## src/rtl/cba_pkg.sv

```systemverilog
// cba_pkg: shared types and constants of the chunked block allocator
// word layouts, status and mode codes, per-chunk record type
// no dependencies
package cba_pkg;

    localparam int COUNT_W = 9;
    localparam int CHUNK_W = 4;
    localparam int BLOCK_W = 8;
    localparam int LINK_W  = 8;
    localparam int APB_DATA_W = 32;
    localparam int APB_ADDR_W = 3;

    localparam logic [COUNT_W-1:0] STACK_EMPTY = 9'd256;
    localparam logic [COUNT_W-1:0] BPC_RESET   = 9'd256;

    // register index, taken from paddr[2]
    localparam logic REG_BLOCKS_PER_CHUNK = 1'b0;

    localparam logic MODE_ALLOC = 1'b0;
    localparam logic MODE_FREE  = 1'b1;

    localparam logic [1:0] STATUS_OK       = 2'd0;
    localparam logic [1:0] STATUS_NO_SLOT  = 2'd1;
    localparam logic [1:0] STATUS_BAD_FREE = 2'd2;

    typedef struct packed {
        logic               mode;
        logic [CHUNK_W-1:0] free_chunk;
        logic [BLOCK_W-1:0] free_block;
    } t_in_word;

    typedef struct packed {
        logic [1:0]         status;
        logic [CHUNK_W-1:0] given_chunk;
        logic [BLOCK_W-1:0] given_block;
        logic               chunk_released;
    } t_out_word;

    typedef struct packed {
        logic               active;
        logic [COUNT_W-1:0] count;
        logic [COUNT_W-1:0] head;
        logic [COUNT_W-1:0] fresh;
    } t_meta;

    typedef struct packed {
        logic  we;
        logic  hint_we;
        t_meta meta;
    } t_meta_upd;

    typedef enum logic {
        ST_IDLE,
        ST_UPDATE
    } t_state;

endpackage

```

## src/rtl/cba_chunk_table.sv

```systemverilog
// cba_chunk_table: per-chunk records, allocation hint, per-chunk flags
// uses cba_pkg
module cba_chunk_table
    import cba_pkg::*;
#(
    parameter int NUM_CHUNKS = 16,
    parameter int MAX_BLOCKS = 256,
    parameter int CW         = 4
) (
    input  logic               i_clk,
    input  logic               i_rst_n,
    input  logic [COUNT_W-1:0] i_nb,
    input  t_meta_upd          i_upd,
    input  logic [CW-1:0]      i_upd_idx,
    input  logic [CW-1:0]      i_upd_hint,
    output t_meta              o_meta [NUM_CHUNKS],
    output logic [CW-1:0]      o_hint,
    output logic [NUM_CHUNKS-1:0] o_can_give,
    output logic [NUM_CHUNKS-1:0] o_full
);

    localparam logic [COUNT_W-1:0] MAX_B = COUNT_W'(MAX_BLOCKS);

    t_meta         r_meta [NUM_CHUNKS];
    logic [CW-1:0] r_hint;

    always_ff @(posedge i_clk) begin
        if (!i_rst_n) begin
            for (int c = 0; c < NUM_CHUNKS; c++) begin
                r_meta[c] <= '{active: 1'b0, count: '0, head: STACK_EMPTY, fresh: '0};
            end
            r_hint <= '0;
        end else begin
            if (i_upd.we) begin
                r_meta[i_upd_idx] <= i_upd.meta;
            end
            if (i_upd.hint_we) begin
                r_hint <= i_upd_hint;
            end
        end
    end

    always_comb begin
        for (int c = 0; c < NUM_CHUNKS; c++) begin
            o_meta[c]     = r_meta[c];
            o_can_give[c] = r_meta[c].active && (r_meta[c].count != '0) &&
                            ((r_meta[c].head != STACK_EMPTY) || (r_meta[c].fresh < MAX_B));
            o_full[c]     = r_meta[c].active && (r_meta[c].count >= i_nb);
        end
    end

    assign o_hint = r_hint;

endmodule

```

## config.mk

```make
export PLATFORM = sky130hd
export DESIGN_NAME = cba_chunk_table
export DESIGN_NICKNAME = d
export VERILOG_FILES = /design/src/rtl/cba_pkg.sv /design/src/rtl/cba_chunk_table.sv
export SDC_FILE = /design/constraint.sdc
export NUM_CORES = 1
export LEC_CHECK = 0
export BUFFER_PORTS_ARGS = -buffer_cell sky130_fd_sc_hd__buf_2
export CAP_MARGIN = 20
export CORE_AREA = 2 2 210 212
export CTS_BUF_LIST = sky130_fd_sc_hd__clkbuf_16
export DETAILED_ROUTE_END_ITERATION = 10
export DIE_AREA = 0 0 212 214
export PLACE_DENSITY = 0.75
export SLEW_MARGIN = 0
export SYNTH_ARGS = -nofsm -noshare
export SYNTH_HDL_FRONTEND = slang
export SYNTH_SLANG_ARGS = --single-unit
```

## constraint.sdc

```tcl
create_clock -name i_clk -period 8.8 [get_ports i_clk]
set_input_delay 1.76 -clock i_clk [delete_from_list [all_inputs] [get_ports i_clk]]
set_output_delay 1.76 -clock i_clk [all_outputs]
set_load 0.01 [all_outputs]
```

; Word-level counts from Yosys, hierarchy flattened
; Memory sizes are Yosys's and may differ from the RTL's.
; Index checks and enable logic that the tools add are counted.
[totals]
in_bits = 49
word_cells = 138
output_inout_bits = 484
mem_count = 1
ff_bits = 4
mem_bits_rw = 448
[op_classes]
eq_ne = 16
reduce_logical = 81
order_cmp = 32
mux = 7
[memory_table]
columns = memory, depth, word_bits, rd, rd_ports_with_merged_regs, wr, line_no
row1 = r_meta, 16, 28, 16, 0, 16, cba_chunk_table.sv:24  ; t_meta r_meta [NUM_CHUNKS];
[op_table]
columns = operator, n
row1 = 9-bit >= comparator, 16
row2 = "9-bit < comparator, second input constant", 16
row3 = "9-bit != test, second input constant", 16
row4 = 9-bit nonzero test, 16
row5 = 1-bit logical AND, 48
row6 = 28-bit 2-to-1 mux, 1
row7 = 28-bit OR reduction, 1
row8 = 1-bit logical OR, 16
row9 = 1-bit 2-to-1 mux, 5
row10 = 4-bit 2-to-1 mux, 1

; Logic depth before layout (Yosys ltp)
; Gate-level depths: netlist of the first run.
[depth]
depth_word = 5
depth_mapped = 8
mapped_depth_nobuf = 6

; Worst setup path after synthesis of the first run
; No wires, ideal clock.
[synth_timing]
path_kind = in2reg
from = input port i_rst_n
to = memory r_meta[1][0] in the netlist's numbering (enable)
t_arrival_ps = 4419
required_ps = 8348
path_buffers = 2
path_slack_ps = 3929
stages = 5
setup_ps = 452
cell_sequence = buf_4 -> nand2_1 -> or3_1 -> buf_6 -> o21ai_0
[synth_rtl]
columns = item, line_no
row1 = "start, declared", cba_chunk_table.sv:11  ; input logic i_rst_n,
row2 = "end, declared", cba_chunk_table.sv:24

; Worst setup path in the final report of the first run
[layout_timing]
from = input port i_nb[4]
to = output port o_full[10]
[layout_via]
elab_chain_cells = 2
[layout_rtl]
columns = item, line_no
row1 = "start, declared", cba_chunk_table.sv:12  ; input logic [COUNT_W-1:0] i_nb,
row2 = 9-bit >= comparator, cba_chunk_table.sv:48  ; o_full[c] = r_meta[c].active && (r_meta[c].count >= i_nb);
row3 = 1-bit logical AND, cba_chunk_table.sv:48
row4 = "end, declared", cba_chunk_table.sv:19  ; output logic [NUM_CHUNKS-1:0] o_full
; No other way between the ends.

==> flow_summary.toml, run 1 <==
[timing]
fin_crit_sh_pct = 63.1
setup_tns_ns = 0
hold_viol_final = 0
worst_pin_slew_ns = 1.15
slew-limit-headroom_pct = 22.2
rsz0062_at_grt = "no"
hold_ws_ns = 0.523
setup_ws_ns = 3.24
post-route-min-period_ns = 5.56
fin_skew_ns = 0
setup-violations-final = 0
fmax_mhz = 180
slew_viol_final = 0

[global_route]
grt_max_degree = 30
grt_pass1_vias = 14800
overflow = 0
grt_pass1_wl_um = 93500
grt_use_total_pct = 28.2
grt_antenna_before_repair = 3

[floorplan]
start_util_pct = 48.2
std_cell_rows = 76
core_area_um2 = 42900
ios = 533
die_area_um2 = 45400
die_w_um = 212
die_h_um = 214

[power]
leakage_uw = 0.0105
cellPowerDensity_nw_per_um2 = 196
irDropWorstVdd_v = 0.000160

[layout]
drive_gt1_share_pct = 31.0
stdcell_count = 2670
multiInputGateArea_um2 = 6810
final_nets = 2238
area_growth_pct = 23.4
n_fill_cell = 3441
postLayoutCoreUtil_pct = 59.5
regArea_um2 = 13500

[critical_path]
path_class = "in -> out"
required_ns = 7.04
worstPathMaxFanout = 16
crit_slowest_cell = "inv_1"
path_cells = "buf_2, inv_1, ha_1, a21o_1, a221oi_1, o21ai_0, buf_2"
cp-end-kind = "primary output"
cpPeakStageDelay_ns = 0.69
cp.arrival_ns = 3.80
cp_common_cell = "buf_2"
start_kind = "input port"

[placement]
dpl.hpwl_um = 46500
dp.cells = 2580
portBuffers = 532
gp_congestion = 0.987
post-place-ws_ns = 3.24

[clock_tree]
clk_latency_ns = 0.56
path_clk_slew_ns = 0.06
clkSinkCount = 452
clockBufferDepth = 3
cts.repair.resized = 0
cts_setup_buffers = 0
tritoncts = "built"
cts-root-buf = "clkbuf_16"
cts_buffers = 47
cts_hold_buf = 0
h-tree-depth = 2

[synth]
syn-instance-count = 1510
yosysWarnings = 0
ys.flop_type = "edfxtp_1"
synth_area_leader_cell = "edfxtp_1"
synth_cell_types = 34
synthTopCellsByArea = "edfxtp_1 65%, and2_1 13%, ha_1 8.7%"
ys_seq_elements = 452
synth_edf_count = 448
ys_seq_area_share_pct = 65.5
avgSynthCellArea_um2 = 13.7
syn-cell-area_um2 = 20700
yosys.area.top_type_share_pct = 65.1
synth_nets = 1703
async_flop_share_pct = 0

[status]
status = "completed"

[drt]
wl_um = 64300
ant_nets = 0
routedWlPerCell_um = 24.1
via_per_inst = 5.50
drc = 0
vias = 14700
drt_pre_antenna_iters = 5
drt_iter0_markers = 1105

[min_path]
hold_class = "reg -> reg"

[job]
drv_cap = 0
## registers in the layout, summed over array words and instances (netlist names)
signal	flops
r_meta	448
o_hint	4
## power by group
part / leakage (uW) / internal (uW) / switching, uW / total [uW]
clock network: 0.000754 / 1090 / 804 / 1890
logic: 0.00548 / 182 / 350 / 531
registers: 0.00431 / 2490 / 86.3 / 2580
total: 0.0105 / 3760 / 1240 / 5000
## per-stage QoR
stage	instance area, um2	power, uW
2_1_floorplan	20700	2860
3_3_place_gp	24000	3130
3_5_place_dp	24000	3150
4_1_cts	25500	5030
5_1_grt	25500	5160
6_report	25500	5000
## cell usage in the layout (no fill, tap or decap), types with 2 or more instances in the layout
| cell type | n |
|---|---|
| nor2_2 | 4 |
| nand2b_1 | 9 |
| o41ai_1 | 16 |
| nor2_1 | 24 |
| inv_1 | 37 |
| bufinv_16 | 3 |
| mux2i_1 | 4 |
| clkinv_2 | 4 |
| ha_1 | 144 |
| a221oi_1 | 4 |
| nand2_1 | 58 |
| nand4b_2 | 2 |
| a41oi_1 | 16 |
| or3_1 | 13 |
| a31oi_1 | 9 |
| edfxtp_1 | 448 |
| buf_2 | 532 |
| o31ai_1 | 9 |
| nor3_2 | 4 |
| nor2b_1 | 24 |
| clkinv_1 | 9 |
| clkbuf_16 | 49 |
| o21ai_2 | 10 |
| nand4_1 | 5 |
| buf_4 | 25 |
| nor4_1 | 48 |
| and3_1 | 7 |
| nor2_4 | 3 |
| o21ai_4 | 2 |
| o21ai_0 | 39 |
| diode_2 | 6 |
| and2_1 | 432 |
| nand3_1 | 12 |
| clkinvlp_4 | 3 |
| a21oi_1 | 50 |
| dfxtp_1 | 4 |
| a21o_1 | 13 |
## worst max-delay path, delay by kind of cell
family / cells / cell delay [ns]
fa+ha+maj: 1 / 0.38
compound gates: 3 / 0.68
buf+inv: 3 / 0.96
## Yosys cell counts, types with 4 or more instances
cell and n:
nand2b_1 9, clkbuf_2 13, nor2_1 26, o21ai_0 51
nor2b_1 24, clkbuf_1 54, mux2i_1 4, and3_1 7
inv_1 24, o41ai_1 16, a41oi_1 16, a31oi_1 9
dfxtp_1 4, a21oi_1 50, nand2_1 58, a21o_1 13
ha_1 144, or3_1 13, nand4_1 5, nor4_1 48
edfxtp_1 448, a221oi_1 4, nand3_1 12, and2_1 432
o31ai_1 9
## area by class of cell
type	instances	share of cell area, %
Sequential cell	452	53.1
Multi-Input combinational cell	962	26.7
Timing Repair Buffer	558	11.2
Clock buffer	49	4.81
Tap cell	585	2.87
Clock inverter	34	0.912
Inverter	24	0.353
Antenna cell	6	0.0589
## cell families after synthesis
kind of cell               Yosys count  share of synthesized area [%]
and+or+nand+nor                    646                           18.6
buffers and inverters               96                           1.93
adders and majority gates          144                           8.72
DFF                                452                           65.5
AOI/OAI and AO/OA                  168                           5.04
muxes                                4                          0.194
## per-layer routing
| metal | GRT usage, % | vias to the layer above | wire (um) |
|---|---|---|---|
| li1 | - | 6595 | - |
| met1 | 35.2 | 7263 | 24800 |
| met2 | 46.0 | 675 | 31000 |
| met3 | 6.71 | 148 | 5690 |
| met4 | 13.5 | 0 | 2840 |
| met5 | 0 | - | 0 |
## final timing paths
path | from | end | slack (ns) | cells after the start
setup / recovery | i_nb[4] | o_full[10] | 3.24 | 7
hold / removal | o_hint[1] | o_hint[1] | 0.52 | 2
hold reg to reg | o_hint[1] | o_hint[1] | 0.52 | 2
setup reg to reg | o_hint[2] | o_hint[2] | 8.20 | 2
(Power assumes the default switching activity.)
==> inputs of run 2 (changes only) <==
- ABC_AREA: not set -> 1
- CORE_AREA: 2 2 210 212 -> 2 2 205 207
- DIE_AREA: 0 0 212 214 -> 0 0 207 209
- PLACE_DENSITY: 0.75 -> 0.78
- clock period: 8.8 -> 5.2 ns (I/O delays scaled with it)
==> flow_summary.toml, run 2 <==
[drt]
drt_iter0_markers = 1290
routedWlPerCell_um = 22.7
via_per_inst = 5.48
drc = 0
drt_pre_antenna_iters = 5
wl_um = 66800
vias = 16100
ant_nets = 0

[clock_tree]
path_clk_slew_ns = 0.06
clk_latency_ns = 0.56
clockBufferDepth = 3
cts_hold_buf = 0
cts_setup_buffers = 0
cts_buffers = 44
tritoncts = "built"
h-tree-depth = 2
cts-root-buf = "clkbuf_16"
clkSinkCount = 452
cts.repair.resized = 0

[global_route]
use_met2_pct = 49.3
grt_use_total_pct = 30.0
busiest_layer = "met2"
gr-usage-met3_pct = 6.96
grt_antenna_before_repair = 0
grt_max_degree = 29
grt_pass1_wl_um = 96300
overflow = 0
met1_usage_pct = 37.8
grt_pass1_vias = 15700

[min_path]
hold_start = "o_hint[3]"
holdPathStages = 2
hold_end = "o_hint[3]"
hold_class = "reg -> reg"

[layout]
drive_gt1_share_pct = 27.3
largest_register_ff_count = 448
layout_common_cells = "599 x nor2_1, 532 x buf_2, 448 x edfxtp_1"
area_growth_pct = 23.7
n_fill_cell = 3309
final_nets = 2563
layout_commonest_cell = "nor2_1"
largest-register = "r_meta"
n_antenna_cell = 0
postLayoutCoreUtil_pct = 61.0

[power]
irDropWorstVdd_v = 0.000335
p_sw_uw = 2160
pwr-share-clk_pct = 36.9
pwr-share-seq_pct = 51.6
p_int_uw = 6310
switching_share_pct = 25.5
pwr-share-comb_pct = 11.5
power_uw = 8480
leakage_uw = 0.0111
cellPowerDensity_nw_per_um2 = 337

[floorplan]
die_w_um = 207
std_cell_rows = 75
start_util_pct = 49.3
ios = 533
die_area_um2 = 43300
core_area_um2 = 41300
die_h_um = 209

[synth]
synth_area_leader_cell = "edfxtp_1"
yosysWarnings = 0
synthTopCellsByArea = "edfxtp_1 66%, nor2_1 11%, ha_1 8.8%"
synthXorXnorAreaFrac_pct = 0
synthTopCellsByCount = "599 x nor2_1, 448 x edfxtp_1, 184 x nand2_1"
synthMuxAreaShare_pct = 0
ys_seq_area_share_pct = 66.4
synth-compound-area-share_pct = 2.65
syn-cell-area_um2 = 20400
avgSynthCellArea_um2 = 11.3
yosys.area_share.simple_pct = 18.3
yosys.area.top_type_share_pct = 66.1
synth_edf_count = 448
yosysMostFrequentCell = "nor2_1"
synth_cell_types = 23
syn-instance-count = 1808
synth_fa_ha_area_share_pct = 8.85
synth_nets = 2001
ys_seq_elements = 452
async_flop_share_pct = 0
synth_top_family_by_area = "simple AND/OR/NAND/NOR gates"
ys.flop_type = "edfxtp_1"

[job]
drv_cap = 0

[status]
status = "completed"

[timing]
fin_skew_ns = 0
rsz0062_at_grt = "no"
fin_crit_sh_pct = 77.5
slew-limit-headroom_pct = 33.1
setup_tns_ns = 0
slew_viol_final = 0
hold_viol_final = 0
post-route-min-period_ns = 4.03
fmax_mhz = 248
setup-violations-final = 0
worst_pin_slew_ns = 0.994

[critical_path]
worstReg2RegEnd = "o_hint[0]"
r2r_slack_ns = 4.55
worstPathMaxFanout = 10
rr_startpoint = "o_hint[0]"
start_kind = "input port"
cp-end-kind = "primary output"
path_class = "in -> out"
required_ns = 4.16
ff2ff_path_depth = 2
cp.arrival_ns = 2.99

[placement]
gp_congestion = 0.969
portBuffers = 532
dpl.hpwl_um = 48600
==> run 2: cell count changes after synthesis, moves of 48 or more <==
cell,change
nand3_1,+65
nor4_1,-48
and2_1,-432
nor2_1,+573
inv_1,+106
nand2_1,+126
==> run 2: cells by family (layout without fill, tap and decap cells) <==
family,Yosys count,after routing
AND/OR/NAND/NOR,923,923
flip-flops,452,452
buffers and inverters,193,788
adder cells (fa/ha/maj),144,144
AO/OA/AOI/OAI,96,96
==> run 2: critical path: stages <==
cell      delay (ns)
buf_2           0.10
inv_1           0.49
ha_1            0.29
nand2_1         0.06
nor2_1          0.17
nand2_1         0.07
nor2_1          0.09
nor2_1          0.05
a21boi_0        0.40
buf_2           0.22
==> run 2: area by class of cell <==
type | count | area, um2 | area share [%]
clock buffer | 45 | 1130 | 4.47
timing repair buffer | 578 | 3030 | 12.0
tap | 539 | 674 | 2.68
multi-input combinational | 1163 | 6070 | 24.1
sequential | 452 | 13500 | 53.7
clock inverter | 34 | 264 | 1.05
inverter | 131 | 492 | 1.95
==> run 2: power by group through the flow <==
stage          sequential (uW)  combinational (uW)  clock (uW)
2_1_floorplan             4510                 387           0
3_3_place_gp              4440                 942           0
3_5_place_dp              4440                 968           0
4_1_cts                   4370                 972        3160
5_1_grt                   4390                1060        3280
6_report                  4370                 975        3130
==> run 2: per-stage QoR <==
| stage | worst slack (ns) | hold WS (ns) | cells | area, um2 |
|---|---|---|---|---|
| after CTS | 1.22 | 0.518 | 2942 | 25200 |
| final | 1.17 | 0.513 | 2942 | 25200 |
| after global placement | 1.22 | 0.477 | 2863 | 23800 |
| after floorplan | 1.93 | 0.533 | 1808 | 20400 |
| after global routing | 1.15 | 0.562 | 2942 | 25200 |
| after detailed placement | 1.22 | 0.500 | 2863 | 23800 |
==> run 2: routing by layer <==
metal  vias up  wire length, um
met4         0             3170
li1       7263                -
met2       882            32100
met3       189             6160
met5         -                0
met1      7797            25400
==> run 2: worst max-delay path by stage <==
stage | start | slack [ns] | cells past startpoint | endpoint
floorplan | i_nb[8] | 1.93 | 8 | o_full[13]
CTS | i_nb[8] | 1.22 | 10 | o_full[2]
detailed placement | i_nb[8] | 1.22 | 10 | o_full[2]
finish | i_nb[8] | 1.17 | 10 | o_full[2]
global placement | i_nb[2] | 1.22 | 10 | o_full[2]
global route | i_nb[8] | 1.15 | 10 | o_full[2]
